File: src/nsh_pkg.sv
// Package for the nearest segment hit block: sizes, codes, state encoding
// and the structs passed between the cells, the test pipeline and the tracker.
// Depends on nothing; every other file imports it.
package nsh_pkg;

  localparam int MAX_WALLS = 64;
  localparam int SLOT_W    = $clog2(MAX_WALLS);
  localparam int CNT_W     = 7;
  localparam int COORD_W   = 16;
  localparam int DIFF_W    = COORD_W + 1;
  localparam int PROD_W    = 2 * DIFF_W;
  localparam int CROSS_W   = PROD_W + 1;
  localparam int MAG_W     = PROD_W;
  localparam int HALF_W    = MAG_W / 2;
  localparam int WIDE_W    = 2 * MAG_W;
  localparam int T_W       = 32;
  localparam int T_OUT_W   = 16;
  localparam int DIV_CNT_W = $clog2(T_W);
  localparam int PT_W      = DIFF_W + T_W + 1;
  localparam int DRAIN_CYC = 6;
  localparam int MERGE_CYC = 3;
  localparam int STEP_W    = $clog2(MAX_WALLS + DRAIN_CYC + MERGE_CYC);

  localparam logic FUNC_LOAD = 1'b0;
  localparam logic FUNC_CAST = 1'b1;

  typedef enum logic [2:0] {
    ST_IDLE,
    ST_SCAN,
    ST_DRAIN,
    ST_MERGE,
    ST_DIV,
    ST_POINT,
    ST_DONE
  } state_t;

  typedef struct packed {
    logic signed [COORD_W-1:0] ax;
    logic signed [COORD_W-1:0] ay;
    logic signed [COORD_W-1:0] bx;
    logic signed [COORD_W-1:0] by;
  } wall_t;

  typedef struct packed {
    logic signed [COORD_W-1:0] sx;
    logic signed [COORD_W-1:0] sy;
    logic signed [DIFF_W-1:0]  dx;
    logic signed [DIFF_W-1:0]  dy;
  } ray_t;

  typedef struct packed {
    logic              valid;
    logic [MAG_W-1:0]  num;
    logic [MAG_W-1:0]  den;
    logic [SLOT_W-1:0] slot;
  } cand_t;

  typedef struct packed {
    logic              found;
    logic [MAG_W-1:0]  num;
    logic [MAG_W-1:0]  den;
    logic [SLOT_W-1:0] slot;
  } best_t;

  typedef struct packed {
    logic clear;
    logic merge;
  } bt_ctl_t;

endpackage

File: src/nsh_divider.sv
// Restoring long division of a proper fraction num/den into a 32-bit
// binary fraction, one quotient bit per cycle. Depends on nsh_pkg.
module nsh_divider import nsh_pkg::*; (
  input  logic             clk,
  input  logic             rst_n,
  input  logic             start,
  input  logic [MAG_W-1:0] num,
  input  logic [MAG_W-1:0] den,
  output logic             done,
  output logic [T_W-1:0]   quo
);

  logic                 busy_r, done_r;
  logic [DIV_CNT_W-1:0] cnt_r;
  logic [MAG_W-1:0]     rem_r, den_r;
  logic [T_W-1:0]       quo_r;
  logic [MAG_W:0]       rem2;
  logic                 ge;

  always_comb begin
    rem2 = {rem_r, 1'b0};
    ge   = rem2 >= {1'b0, den_r};
  end

  always_ff @(posedge clk) begin
    if (!rst_n) begin
      busy_r <= 1'b0;
      done_r <= 1'b0;
      cnt_r  <= '0;
    end else begin
      done_r <= 1'b0;
      if (start) begin
        busy_r <= 1'b1;
        cnt_r  <= '0;
      end else if (busy_r) begin
        cnt_r <= cnt_r + 1'b1;
        if (cnt_r == DIV_CNT_W'(T_W - 1)) begin
          busy_r <= 1'b0;
          done_r <= 1'b1;
        end
      end
    end
  end

  always_ff @(posedge clk) begin
    if (start) begin
      rem_r <= num;
      den_r <= den;
      quo_r <= '0;
    end else if (busy_r) begin
      rem_r <= ge ? MAG_W'(rem2 - {1'b0, den_r}) : rem2[MAG_W-1:0];
      quo_r <= {quo_r[T_W-2:0], ge};
    end
  end

  assign done = done_r;
  assign quo  = quo_r;

endmodule

File: config.mk
export PLATFORM = sky130hd
export DESIGN_NAME = nsh_divider
export DESIGN_NICKNAME = d
export VERILOG_FILES = /design/src/nsh_pkg.sv /design/src/nsh_divider.sv
export SDC_FILE = /design/constraint.sdc
export NUM_CORES = 1
export LEC_CHECK = 0
export BUFFER_PORTS_ARGS = -buffer_cell sky130_fd_sc_hd__buf_2
export CORE_MARGIN = 1.5
export CORE_UTILIZATION = 59
export CTS_BUF_LIST = sky130_fd_sc_hd__clkbuf_8
export CTS_CLUSTER_SIZE = 14
export DETAILED_ROUTE_END_ITERATION = 10
export GPL_TIMING_DRIVEN = 0
export PLACE_DENSITY = 0.79
export SLEW_MARGIN = 15
export SYNTH_ARGS = -nofsm -noshare
export SYNTH_HDL_FRONTEND = slang
export SYNTH_SLANG_ARGS = --single-unit
File: constraint.sdc
create_clock -name clk -period 3.9 [get_ports clk]
set_input_delay 0.78 -clock clk [delete_from_list [all_inputs] [get_ports clk]]
set_output_delay 0.78 -clock clk [all_outputs]
set_load 0.01 [all_outputs]
# Word-level counts from Yosys, hierarchy flattened
# Index checks and enable logic that the tools add are counted.
[op_classes]
addsub = 2
magnitude_cmp = 1
n_eq_ne = 1
mux = 7
bitwise_logic = 2
n_reduce_logical = 3
[op_table]
columns = ["operator", "count"]
rows = [
  ["$mux W34", 3],
  ["$ge A35 B34 Y1", 1],
  ["$sub A34 B34 Y34", 1],
  ["$add A5 B1 Y5 const B", 1],
  ["$eq A5 B5 Y1 const B", 1],
  ["$mux W1", 4],
  ["$reduce_or A3 Y1", 1],
  ["$not A1 Y1", 2],
  ["$reduce_bool A2 Y1", 1],
  ["$reduce_or A2 Y1", 1],
]
[word_totals]
ff_bits = 107
out_inout_bits = 33

# Longest topological paths before layout
# Gate-level depths: netlist of the first run.
[logic_depth]
depth_word = 4
mapped_depth = 13
depth_no_buf = 11

# Least setup slack after synthesis of the first run
# OpenSTA, ideal clock, no wires.
[synth_path]
kind = "register to register"
startpoint = "reg rem_r[9]"
endpoint = "reg rem_r[10] (data pin)"
setup_ns = 0.260
t_arrival_ns = 3.145
t_required_ns = 3.640
setup_slack_ns = 0.495
path_stages_with_launch = 12
synth_period_minus_slack_ns = 3.405
cell_sequence = "edfxtp_1 -> ha_1 -> buf_2 -> nand2_1 -> or4_1 -> a31o_1 -> a2111oi_4 -> o31ai_1 -> o31a_1 -> buf_6 -> mux2_4 -> mux2_2"
[synth_via]
elab_chain_cells = 4
word_cells_on_any_way = 5
[synth_rtl]
columns = ["element", "line", "text"]
rows = [
  ["from (decl)", "nsh_divider.sv:15", "logic [MAG_W-1:0] rem_r, den_r;"],
  ["from (signal assigned)", "nsh_divider.sv:47", "rem_r <= num;"],
  ["from (signal assigned)", "nsh_divider.sv:51", "rem_r <= ge ? MAG_W'(rem2 - {1'b0, den_r}) : rem2[MAG_W-1:0];"],
  ["$sub A34 B34 Y34 or $ge A35 B34 Y1 (tied branches)", "nsh_divider.sv:51, nsh_divider.sv:22", ""],
  ["$mux W34 *", "nsh_divider.sv:51", ""],
  ["$mux W34 *", "nsh_divider.sv:50", "end else if (busy_r) begin"],
  ["$mux W34 *", "nsh_divider.sv:46", "if (start) begin"],
]
# Mark *: on every way between the ends. The rest lies on a longest branch, timed or not. The select of a mux whose other input is x is not followed.
# A chain may end at the register's enable or synchronous reset.

# Worst setup path after layout of the first run
[layout_path]
startpoint = "reg rem_r[9]"
endpoint = "reg rem_r[33] (data pin)"
# The elaborated chain is that of the path after synthesis.

==> metrics.md, run 1 <==
| Metric | Value |
|---|---|
| Status | completed |
| CP Data Arrival Time | 3.87 ns |
| Startpoint Class | flip-flop |
| Final core occ | 0.694 |
| Clock sinks | 107 |
| Top cell type's share of synthesized area | 0.328 |
| Post-Synthesis Cells | 596 |
| Remaining antenna violation count | 0 |
| Yosys reg bits | 107 |
| Final worst-path cycle share | 0.955 |
| Fin crit period | 3.72 ns |
| Leakage | 3.12 nW |
| IO Pins | 104 |
| # diodes | 0 |
| CP max FO | 10 |
| Clock Path Buffers | 2 |
| Root Buffer | clkbuf_8 |
| # H-tree levels | 3 |
| Grt total ovfl | 0 |
| Clock transition at path regs | 0.11 ns |
| Initial antenna violation count | 0 |
| Sequential share of the synthesized area | 0.453 |
| CTS tree | yes |
| Post-synthesis cell type count | 61 |
| Most frequent cell after synthesis | edfxtp_1 |
| Die W | 106 µm |
| Most instantiated cells after synthesis | edfxtp_1, nor2_1, inv_1 |
| Maximum VDD drop | 393 µV |
| First-pass GRT wire length | 23500 µm |
| Max-Cap Viols | 0 |
| Gr usage total | 0.270 |
| Ys Warns | 0 |
| Post-detail-place hpwl | 10600 µm |
| Synthesized cell area | 6230 µm² |
| Syn_nets | 704 |
| Crit path cell chain | ha_1 -> buf_2 -> nand2_1 -> or4_1 -> a31o_1 -> a2111oi_4 -> buf_4 -> o31ai_4 -> o31a_1 -> buf_6 -> clkbuf_4 -> nor4_1 -> a211oi_1 |
| Worst-Skew Late Latency | 0.40 ns |
| Worst hold slack | 0.521 ns |
| Hold Vio Cnt, Final | 0 |
| Top post-synthesis cells by area | edfxtp_1, dfxtp_1, ha_1 |
| Chip height | 106 µm |
| # rows | 37 |
| Number of global-route vias before repair | 5072 |
| Iteration-0 DRC Markers | 320 |
| Met3 routed WL | 756 µm |
| Share of flip-flops with an asynchronous set or reset | 0 |
| Final instance area | 7130 µm² |
| Worst Skew | 0.0101 ns |
| Max Slew Vio Count | 0 |
| Placed Area | 6910 µm² |
| Share of post-route cells with drive strength above 1 | 0.226 |
| Drt via density | 5.81 |
| Syn_area_per_cell | 10.4 µm² |
| PortBufs | 103 |
| Met2 routed WL | 6940 µm |
| Highest metal used | met4 |
| Dpl cells | 835 |
| Hold Path Class | flip-flop to flip-flop |
| First-pass DRT Iterations | 5 |
| Finish-stage setup viols | 0 |
| Relative slew slack | 0.363 |
| DRC viols | 0 |
| Syn-to-layout area delta | 14.6% |
| Crit end category | flip-flop |
| Setup TNS | 0 ns |
| Die area | 11200 µm² |
| Unrepaired setup endpoints after global routing | no |
| Synth Flop Type | edfxtp_1 |
| Non-Filler Instances | 852 |
| CTS Buf Count | 9 |
| Total core area | 10300 µm² |
| Critical path type | flip-flop to flip-flop |
| Effective utilization at floorplan | 0.606 |
| Crit path largest cell delay | 0.52 ns |
| Vias | 4952 |
| EDFF count, synth | 68 |
| Power per cell area | 577 nW/µm² |
| Fmax achieved | 269 MHz |
| Area leader, netlist | edfxtp_1 |
| Largest net degree at the start of global routing | 36 |
| Slew @ Worst Pin | 0.955 ns |
| CP Data Required Time | 4.05 ns |
| Fin nets | 819 |
| Wire length per cell | 16.9 µm |
| Met1 WL | 6300 µm |
| DRT Wirelength | 14400 µm |
| Final GP Congestion | 0.862 |
| Slowest CP cell | or4_1 |
## routing by layer
metal,track usage,vias to the layer above
met5,0,-
met4,0.125,0
met3,0.0742,36
met1,0.318,2349
li1,-,2409
met2,0.457,158
## repair_timing
item	CTS	global route
hold buffers	0	0
hold endpoints to repair	0	0
gates resized for setup	0	10
setup buffers	0	1
endpoints found under the setup margin	0	31
## state kept, by name (all words and copies together) (netlist names)
name    cells
busy_r      1
cnt_r       5
den_r      34
done        1
quo        32
rem_r      34
## critical path, delay by kind of cell (launching register included)
| kind | cells | cell delay [ns] |
|---|---|---|
| compound gates | 5 | 1.06 |
| fa+ha+maj | 1 | 0.29 |
| flops | 1 | 0.42 |
| buf+inv | 4 | 0.78 |
| simple gates | 3 | 0.91 |
## final timing paths
kind	slack (ns)	cells past startpoint	from	endpoint
worst min register to register	0.52	2	quo[0]	quo[0]
worst max-delay path	0.18	13	rem_r[9]	rem_r[33]
worst min-delay path	0.52	2	quo[0]	quo[0]
worst max register to register	0.18	13	rem_r[9]	rem_r[33]
## stage by stage
step / power, mW / worst slack [ns]
2_1_floorplan: 3.00 / 0.495
3_3_place_gp: 3.35 / -0.131
3_5_place_dp: 3.41 / -0.215
4_1_cts: 4.09 / 0.0231
5_1_grt: 4.38 / 0.0219
6_report: 4.12 / 0.176
## power breakdown
group / switching, mW / total [mW] / internal (mW)
Combinational: 1.05 / 1.95 / 0.904
Sequential: 0.0838 / 1.50 / 1.41
Clock: 0.418 / 0.663 / 0.245
Total: 1.55 / 4.12 / 2.56
## logic make-up (layout without fill, tap and decap cells)
| family | count (synthesis) | after routing | synth area share |
|---|---|---|---|
| and+or+nand+nor | 153 | 153 | 0.119 |
| AOI/OAI and AO/OA | 127 | 127 | 0.140 |
| DFF | 107 | 107 | 0.453 |
| buffers and inverters | 75 | 195 | 0.0492 |
| muxes | 68 | 68 | 0.122 |
| adders and majority gates | 37 | 37 | 0.0756 |
| xor gates and xnor gates | 29 | 29 | 0.0408 |
## area by class of cell
| cell class | instances | area (µm²) |
|---|---|---|
| Clock inverter | 7 | 57.6 |
| Sequential cell | 107 | 2820 |
| Multi-Input combinational cell | 414 | 3130 |
| Buffer | 26 | 126 |
| Fill cell | 821 | 3140 |
| Inverter | 49 | 184 |
| Clock buffer | 9 | 124 |
| Tap cell | 136 | 170 |
| Timing Repair Buffer | 104 | 523 |
## layout by cell type (no fill, tap or decap), types with 6 or more instances in the layout
| master | n |
|---|---|
| ha_1 | 35 |
| a21o_1 | 7 |
| buf_2 | 104 |
| o21a_1 | 6 |
| nor2_1 | 63 |
| a21oi_1 | 32 |
| dfxtp_1 | 39 |
| inv_1 | 50 |
| mux2_2 | 16 |
| nor2b_1 | 8 |
| mux2i_1 | 36 |
| o21ai_0 | 22 |
| nand2_1 | 27 |
| nor4_1 | 7 |
| nand3_1 | 6 |
| edfxtp_1 | 68 |
| nor3_1 | 9 |
| o21bai_1 | 6 |
| mux2_4 | 10 |
| clkbuf_1 | 17 |
| clkbuf_8 | 9 |
| nand4_1 | 6 |
| xor2_1 | 12 |
| a211oi_1 | 10 |
| xnor2_1 | 17 |
Note: power is estimated with default switching activity, not from simulation.
==> run 2: changes to the inputs <==
--- a/config.mk
+++ b/config.mk
@@ -6,7 +6,7 @@
 export NUM_CORES = 1
 export LEC_CHECK = 0
 export BUFFER_PORTS_ARGS = -buffer_cell sky130_fd_sc_hd__buf_2
-export CORE_MARGIN = 1.5
+export CORE_MARGIN = 1
 export CORE_UTILIZATION = 59
 export CTS_BUF_LIST = sky130_fd_sc_hd__clkbuf_8
 export CTS_CLUSTER_SIZE = 14
==> run 2 against run 1 <==
Total power rose by 0.75%. Hold slack worse by 0.013 ns. First-iteration DRC count up 7.5%. Critical path depth is 2 lower. Worst setup slack worse by 0.051 ns. Die area down 1.9%. Via count up 0.97%. Register-to-register slack got worse by 0.05 ns. Core utilization grew 0.11 points. Largest cell class unchanged. Largest power group unchanged. Highest routed layer unchanged.
==> metrics.md, run 2 (synthesis gave the netlist of run 1 again) <==
| Metric | Value |
|---|---|
| Met3 routed WL | 851 µm |
| Total core area | 10300 µm² |
| Gr usage total | 0.276 |
| Critical path type | flip-flop to flip-flop |
| Fillcell total | 839 |
| Fmax achieved | 265 MHz |
| Final GP Congestion | 0.887 |
| CP Data Arrival Time | 3.93 ns |
| Iteration-0 DRC Markers | 344 |
| Die area | 11000 µm² |
| Final worst-path cycle share | 0.968 |
| Wire length per cell | 17.1 µm |
| Number of global-route vias before repair | 5099 |
| Initial antenna violation count | 0 |
| Grt total ovfl | 0 |
| Fin nets | 820 |
| Drt via density | 5.86 |
| First-pass GRT wire length | 23700 µm |
| Effective utilization at floorplan | 0.606 |
| Maximum VDD drop | 439 µV |
| Largest net degree at the start of global routing | 36 |
| Final core occ | 0.695 |
| IO Pins | 104 |
| Met1 WL | 6280 µm |
| Sw frac | 0.378 |
| # H-tree levels | 3 |
| # diodes | 0 |
| Slew @ Worst Pin | 0.918 ns |
| Crit end category | flip-flop |
| Met2 routed WL | 6920 µm |
| # rows | 37 |
| Post-detail-place hpwl | 10700 µm |
| Flop2flop setup slack | 0.13 ns |
| Clock power frac | 0.170 |
| Vias | 5000 |
| Clock transition at path regs | 0.12 ns |
| CTS Buf Count | 9 |
| Max Slew Vio Count | 0 |
| P_sw | 1.57 mW |
| Hold Vio Cnt, Final | 0 |
| Fin crit period | 3.77 ns |
| Unrepaired setup endpoints after global routing | no |
| Power per cell area | 581 nW/µm² |
| Clock Path Buffers | 2 |
| Finish-stage setup viols | 0 |
| CP max FO | 10 |
| Max-Cap Viols | 0 |
| Status | completed |
| Startpoint Class | flip-flop |
| Most common cell after layout, fill and taps aside | buf_2 |
| Seq. cell area | 2820 µm² |
| Leakage | 3.13 nW |
| Remaining antenna violation count | 0 |
| Share of post-route cells with drive strength above 1 | 0.225 |
| Root Buffer | clkbuf_8 |
| PortBufs | 103 |
| Internal Pwr Total | 2.58 mW |
| Worst-Skew Late Latency | 0.40 ns |
| Worst Skew | 0.0162 ns |
| Relative slew slack | 0.388 |
| Combinational share of power | 0.468 |
| Chip height | 105 µm |
| Syn-to-layout area delta | 14.8% |
| Clock sinks | 107 |
| Hold-fix buffer count after cts | 0 |
| DRC viols | 0 |
| Dpl cells | 835 |
| DRT Wirelength | 14600 µm |
| Total power | 4.15 mW |
| Non-Filler Instances | 853 |
| Sequential share of power | 0.362 |
| CP Data Required Time | 4.05 ns |
| Hold Path Class | flip-flop to flip-flop |
| Worst hold slack | 0.508 ns |
| Die W | 105 µm |
| Area of the multi-input gates | 3110 µm² |
| First-pass DRT Iterations | 5 |
| CTS tree | yes |
| Highest metal used | met4 |
| Most frequent cells in the layout | buf_2, edfxtp_1, nor2_1, inv_1, dfxtp_1 |
[run 2: power groups by stage]
stage               Sequential, mW  Combinational (mW)  Clock [mW]
floorplan                     1.49                1.50           0
global placement              1.51                1.84           0
detailed placement            1.52                1.90           0
CTS                           1.50                1.91       0.722
global route                  1.52                2.13       0.755
finish                        1.50                1.94       0.705
[run 2: worst paths after layout]
| path | start | cells past startpoint | to |
|---|---|---|---|
| hold reg to reg | quo[0] | 2 | quo[0] |
| hold / removal | quo[0] | 2 | quo[0] |
| setup / recovery | rem_r[9] | 11 | rem_r[9] |
| setup reg to reg | rem_r[9] | 11 | rem_r[9] |
[run 2: cell type report]
cell class | count | share of cell area
buffer | 26 | 0.0172
clock buffer | 10 | 0.0193
clock inverter | 6 | 0.00893
multi-input combinational | 414 | 0.436
timing repair buffer | 105 | 0.0743
tap | 136 | 0.0238
sequential | 107 | 0.395
inverter | 49 | 0.0257
[run 2: stage by stage]
step | setup slack [ns] | area, µm² | TNS, ns
2_1_floorplan | 0.495 | 6230 | 0
3_3_place_gp | -0.120 | 6910 | -4.01
3_5_place_dp | -0.210 | 6910 | -7.06
4_1_cts | 0.0254 | 7110 | 0
5_1_grt | 0.0194 | 7140 | 0
6_report | 0.125 | 7140 | 0
[run 2: worst max-delay path: stages, from the launching register on]
cell,delay (ns)
edfxtp_1,0.44
ha_1,0.30
buf_2,0.16
nand2_1,0.08
or4_1,0.52
a31o_1,0.27
a2111oi_4,0.40
o31ai_2,0.17
o31a_1,0.31
clkbuf_1,0.29
a2111oi_0,0.46
nor4_1,0.11
[run 2: layer usage]
metal	GRT usage	up-vias
li1	-	2400
met5	0	-
met2	0.463	182
met1	0.341	2369
met4	0.137	0
met3	0.0543	49
[run 2: what timing repair did]
item / CTS / global route
endpoints found under the setup margin: 0 / 24
resized for setup: 0 / 4
buffers inserted: 0 / 2
==> run 3: changes to the inputs <==
--- a/config.mk
+++ b/config.mk
@@ -6,8 +6,10 @@
 export NUM_CORES = 1
 export LEC_CHECK = 0
 export BUFFER_PORTS_ARGS = -buffer_cell sky130_fd_sc_hd__buf_2
+export CELL_PAD_IN_SITES_DETAIL_PLACEMENT = 1
+export CELL_PAD_IN_SITES_GLOBAL_PLACEMENT = 1
 export CORE_MARGIN = 1
-export CORE_UTILIZATION = 59
+export CORE_UTILIZATION = 46
 export CTS_BUF_LIST = sky130_fd_sc_hd__clkbuf_8
 export CTS_CLUSTER_SIZE = 14
 export DETAILED_ROUTE_END_ITERATION = 10
==> run 3 against run 2 <==
Flip-flop and latch count is the same. Worst setup slack lost 0.034 ns. Sequential power is essentially flat. Critical path depth grew 1. Largest power group unchanged. Highest routed layer unchanged.
==> metrics.md, run 3 (synthesis gave the netlist of run 1 again) <==
| Metric | Value |
|---|---|
| Startpoint Class | flip-flop |
| Most frequent cells in the layout | buf_2, edfxtp_1, nor2_1, inv_1, dfxtp_1 |
| Fin nets | 821 |
| Bufs and invs on worst path | 3 |
| Slowest CP cell | or4_1 |
| Chip height | 118 µm |
| Final core occ | 0.550 |
| Fmax achieved | 263 MHz |
| Crit path max-delay family | compound AO/OA/AOI/OAI gates |
| Share of post-route cells with drive strength above 1 | 0.230 |
| Maximum VDD drop | 363 µV |
| Die area | 14000 µm² |
| Number of global-route vias before repair | 5347 |
| Worst hold slack | 0.519 ns |
| PortBufs | 103 |
| Initial antenna violation count | 1 |
| Unrepaired setup endpoints after global routing | yes |
| Hold path depth | 2 |
| Die W | 118 µm |
| IO Pins | 104 |
| Final GP Congestion | 0.845 |
| Power per cell area | 600 nW/µm² |
| Fin crit period | 3.81 ns |
| Worst-Skew Late Latency | 0.41 ns |
| Pre-CTS setup slack | -0.290 ns |
| Dpl cells | 875 |
| Status | completed |
| Number of cells on the critical path | 12 |
| # rows | 42 |
| CTS Buf Count | 9 |
| Hold Vio Cnt, Final | 0 |
| DRC viols | 0 |
| Worst Skew | 0.0156 ns |
| CP max FO | 10 |
| Total core area | 13200 µm² |
| Drt via density | 5.50 |
| Leakage | 3.16 nW |
| Final setup margin | 0.0913 ns |
| CP Data Arrival Time | 3.96 ns |
| Hold Path Class | flip-flop to flip-flop |
| CTS tree | yes |
| Final worst-path cycle share | 0.977 |
| Setup TNS | 0 ns |
| Most common cell after layout, fill and taps aside | buf_2 |
| Relative slew slack | 0.430 |
| Root Buffer | clkbuf_8 |
| Critical path type | flip-flop to flip-flop |
| Grt total ovfl | 0 |
| CP Data Required Time | 4.05 ns |
| Hold-fix buffer count after cts | 0 |
| Clock transition at path regs | 0.12 ns |
| Crit path largest cell delay | 0.52 ns |
| Gr usage total | 0.248 |
| Finish-stage setup viols | 0 |
| Clock Path Buffers | 2 |
| Fillcell total | 1524 |
| Post-detail-place hpwl | 12300 µm |
| Clock sinks | 107 |
| # H-tree levels | 3 |
| Iteration-0 DRC Markers | 212 |
| Worst reg2reg path depth | 12 |
| DRT Wirelength | 16500 µm |
| Crit end category | flip-flop |
| First-pass GRT wire length | 26800 µm |
| Crit path cell chain | ha_1 -> buf_2 -> nand2_1 -> or4_1 -> a31o_1 -> a2111oi_4 -> buf_4 -> o31ai_4 -> o31a_1 -> clkbuf_2 -> a2111oi_0 -> nor4_1 |
| Largest net degree at the start of global routing | 36 |
| Wire length per cell | 18.5 µm |
| Max Slew Vio Count | 0 |
| Slew @ Worst Pin | 0.855 ns |
| Vias | 4920 |
| Non-Filler Instances | 895 |
| Remaining antenna violation count | 0 |
| Syn-to-layout area delta | 16.9% |
| First-pass DRT Iterations | 6 |
| Effective utilization at floorplan | 0.470 |
| Max-Cap Viols | 0 |
==> run 3: cell types whose count changed in the layout (fill, tap and decap cells not counted), sizes merged <==
cell and delta:
diode +1, clkinv +1, bufinv +2, inv -2
==> run 3: what timing repair did <==
action,in CTS,in global routing
buffers inserted,1,2
resized for setup,0,11
pin swaps,1,2
endpoints found under the setup margin,30,22
==> run 3: final timing paths <==
check | from | to | slack (ns)
max | rem_r[9] | rem_r[9] | 0.09
min | cnt_r[4] | cnt_r[4] | 0.52
max reg2reg | rem_r[9] | rem_r[9] | 0.09
min reg2reg | cnt_r[4] | cnt_r[4] | 0.52
==> run 3: layout make-up <==
| type | count | area, µm² | share of cell area |
|---|---|---|---|
| Multi-Input combinational cell | 414 | 3130 | 0.430 |
| Sequential cell | 107 | 2820 | 0.388 |
| Timing Repair Buffer | 106 | 538 | 0.0739 |
| Tap cell | 176 | 220 | 0.0302 |
| Inverter | 49 | 184 | 0.0253 |
| Clock inverter | 7 | 131 | 0.0180 |
| Buffer | 26 | 126 | 0.0174 |
| Clock buffer | 9 | 124 | 0.0170 |
| Antenna cell | 1 | 2.50 | 0.000344 |
==> run 3: layer usage <==
metal / part of all wire / up-vias / GRT usage
met5: 0 / - / 0
met4: 0.020 / 0 / 0.0769
met3: 0.048 / 22 / 0.0627
met2: 0.50 / 105 / 0.444
met1: 0.43 / 2386 / 0.287
li1: - / 2407 / -
==> run 3: where the power goes <==
group	leakage, nW	switching (mW)	internal [mW]
sequential	0.990	0.0903	1.42
combinational	2.05	1.10	0.915
clock	0.126	0.461	0.387
==> run 3: worst register-to-register path, stage by stage (launching register included) <==
cell       delay [ns]
edfxtp_1         0.43
ha_1             0.30
buf_2            0.17
nand2_1          0.10
or4_1            0.52
a31o_1           0.29
a2111oi_4        0.35
buf_4            0.19
o31ai_4          0.10
o31a_1           0.31
clkbuf_2         0.23
a2111oi_0        0.44
nor4_1           0.11
==> run 3: stage by stage <==
step | power [mW] | instance area, µm²
6_report | 4.37 | 7280
5_1_grt | 4.63 | 7280
4_1_cts | 4.35 | 7220
3_5_place_dp | 3.49 | 6960
3_3_place_gp | 3.39 | 6960
2_1_floorplan | 3.00 | 6230
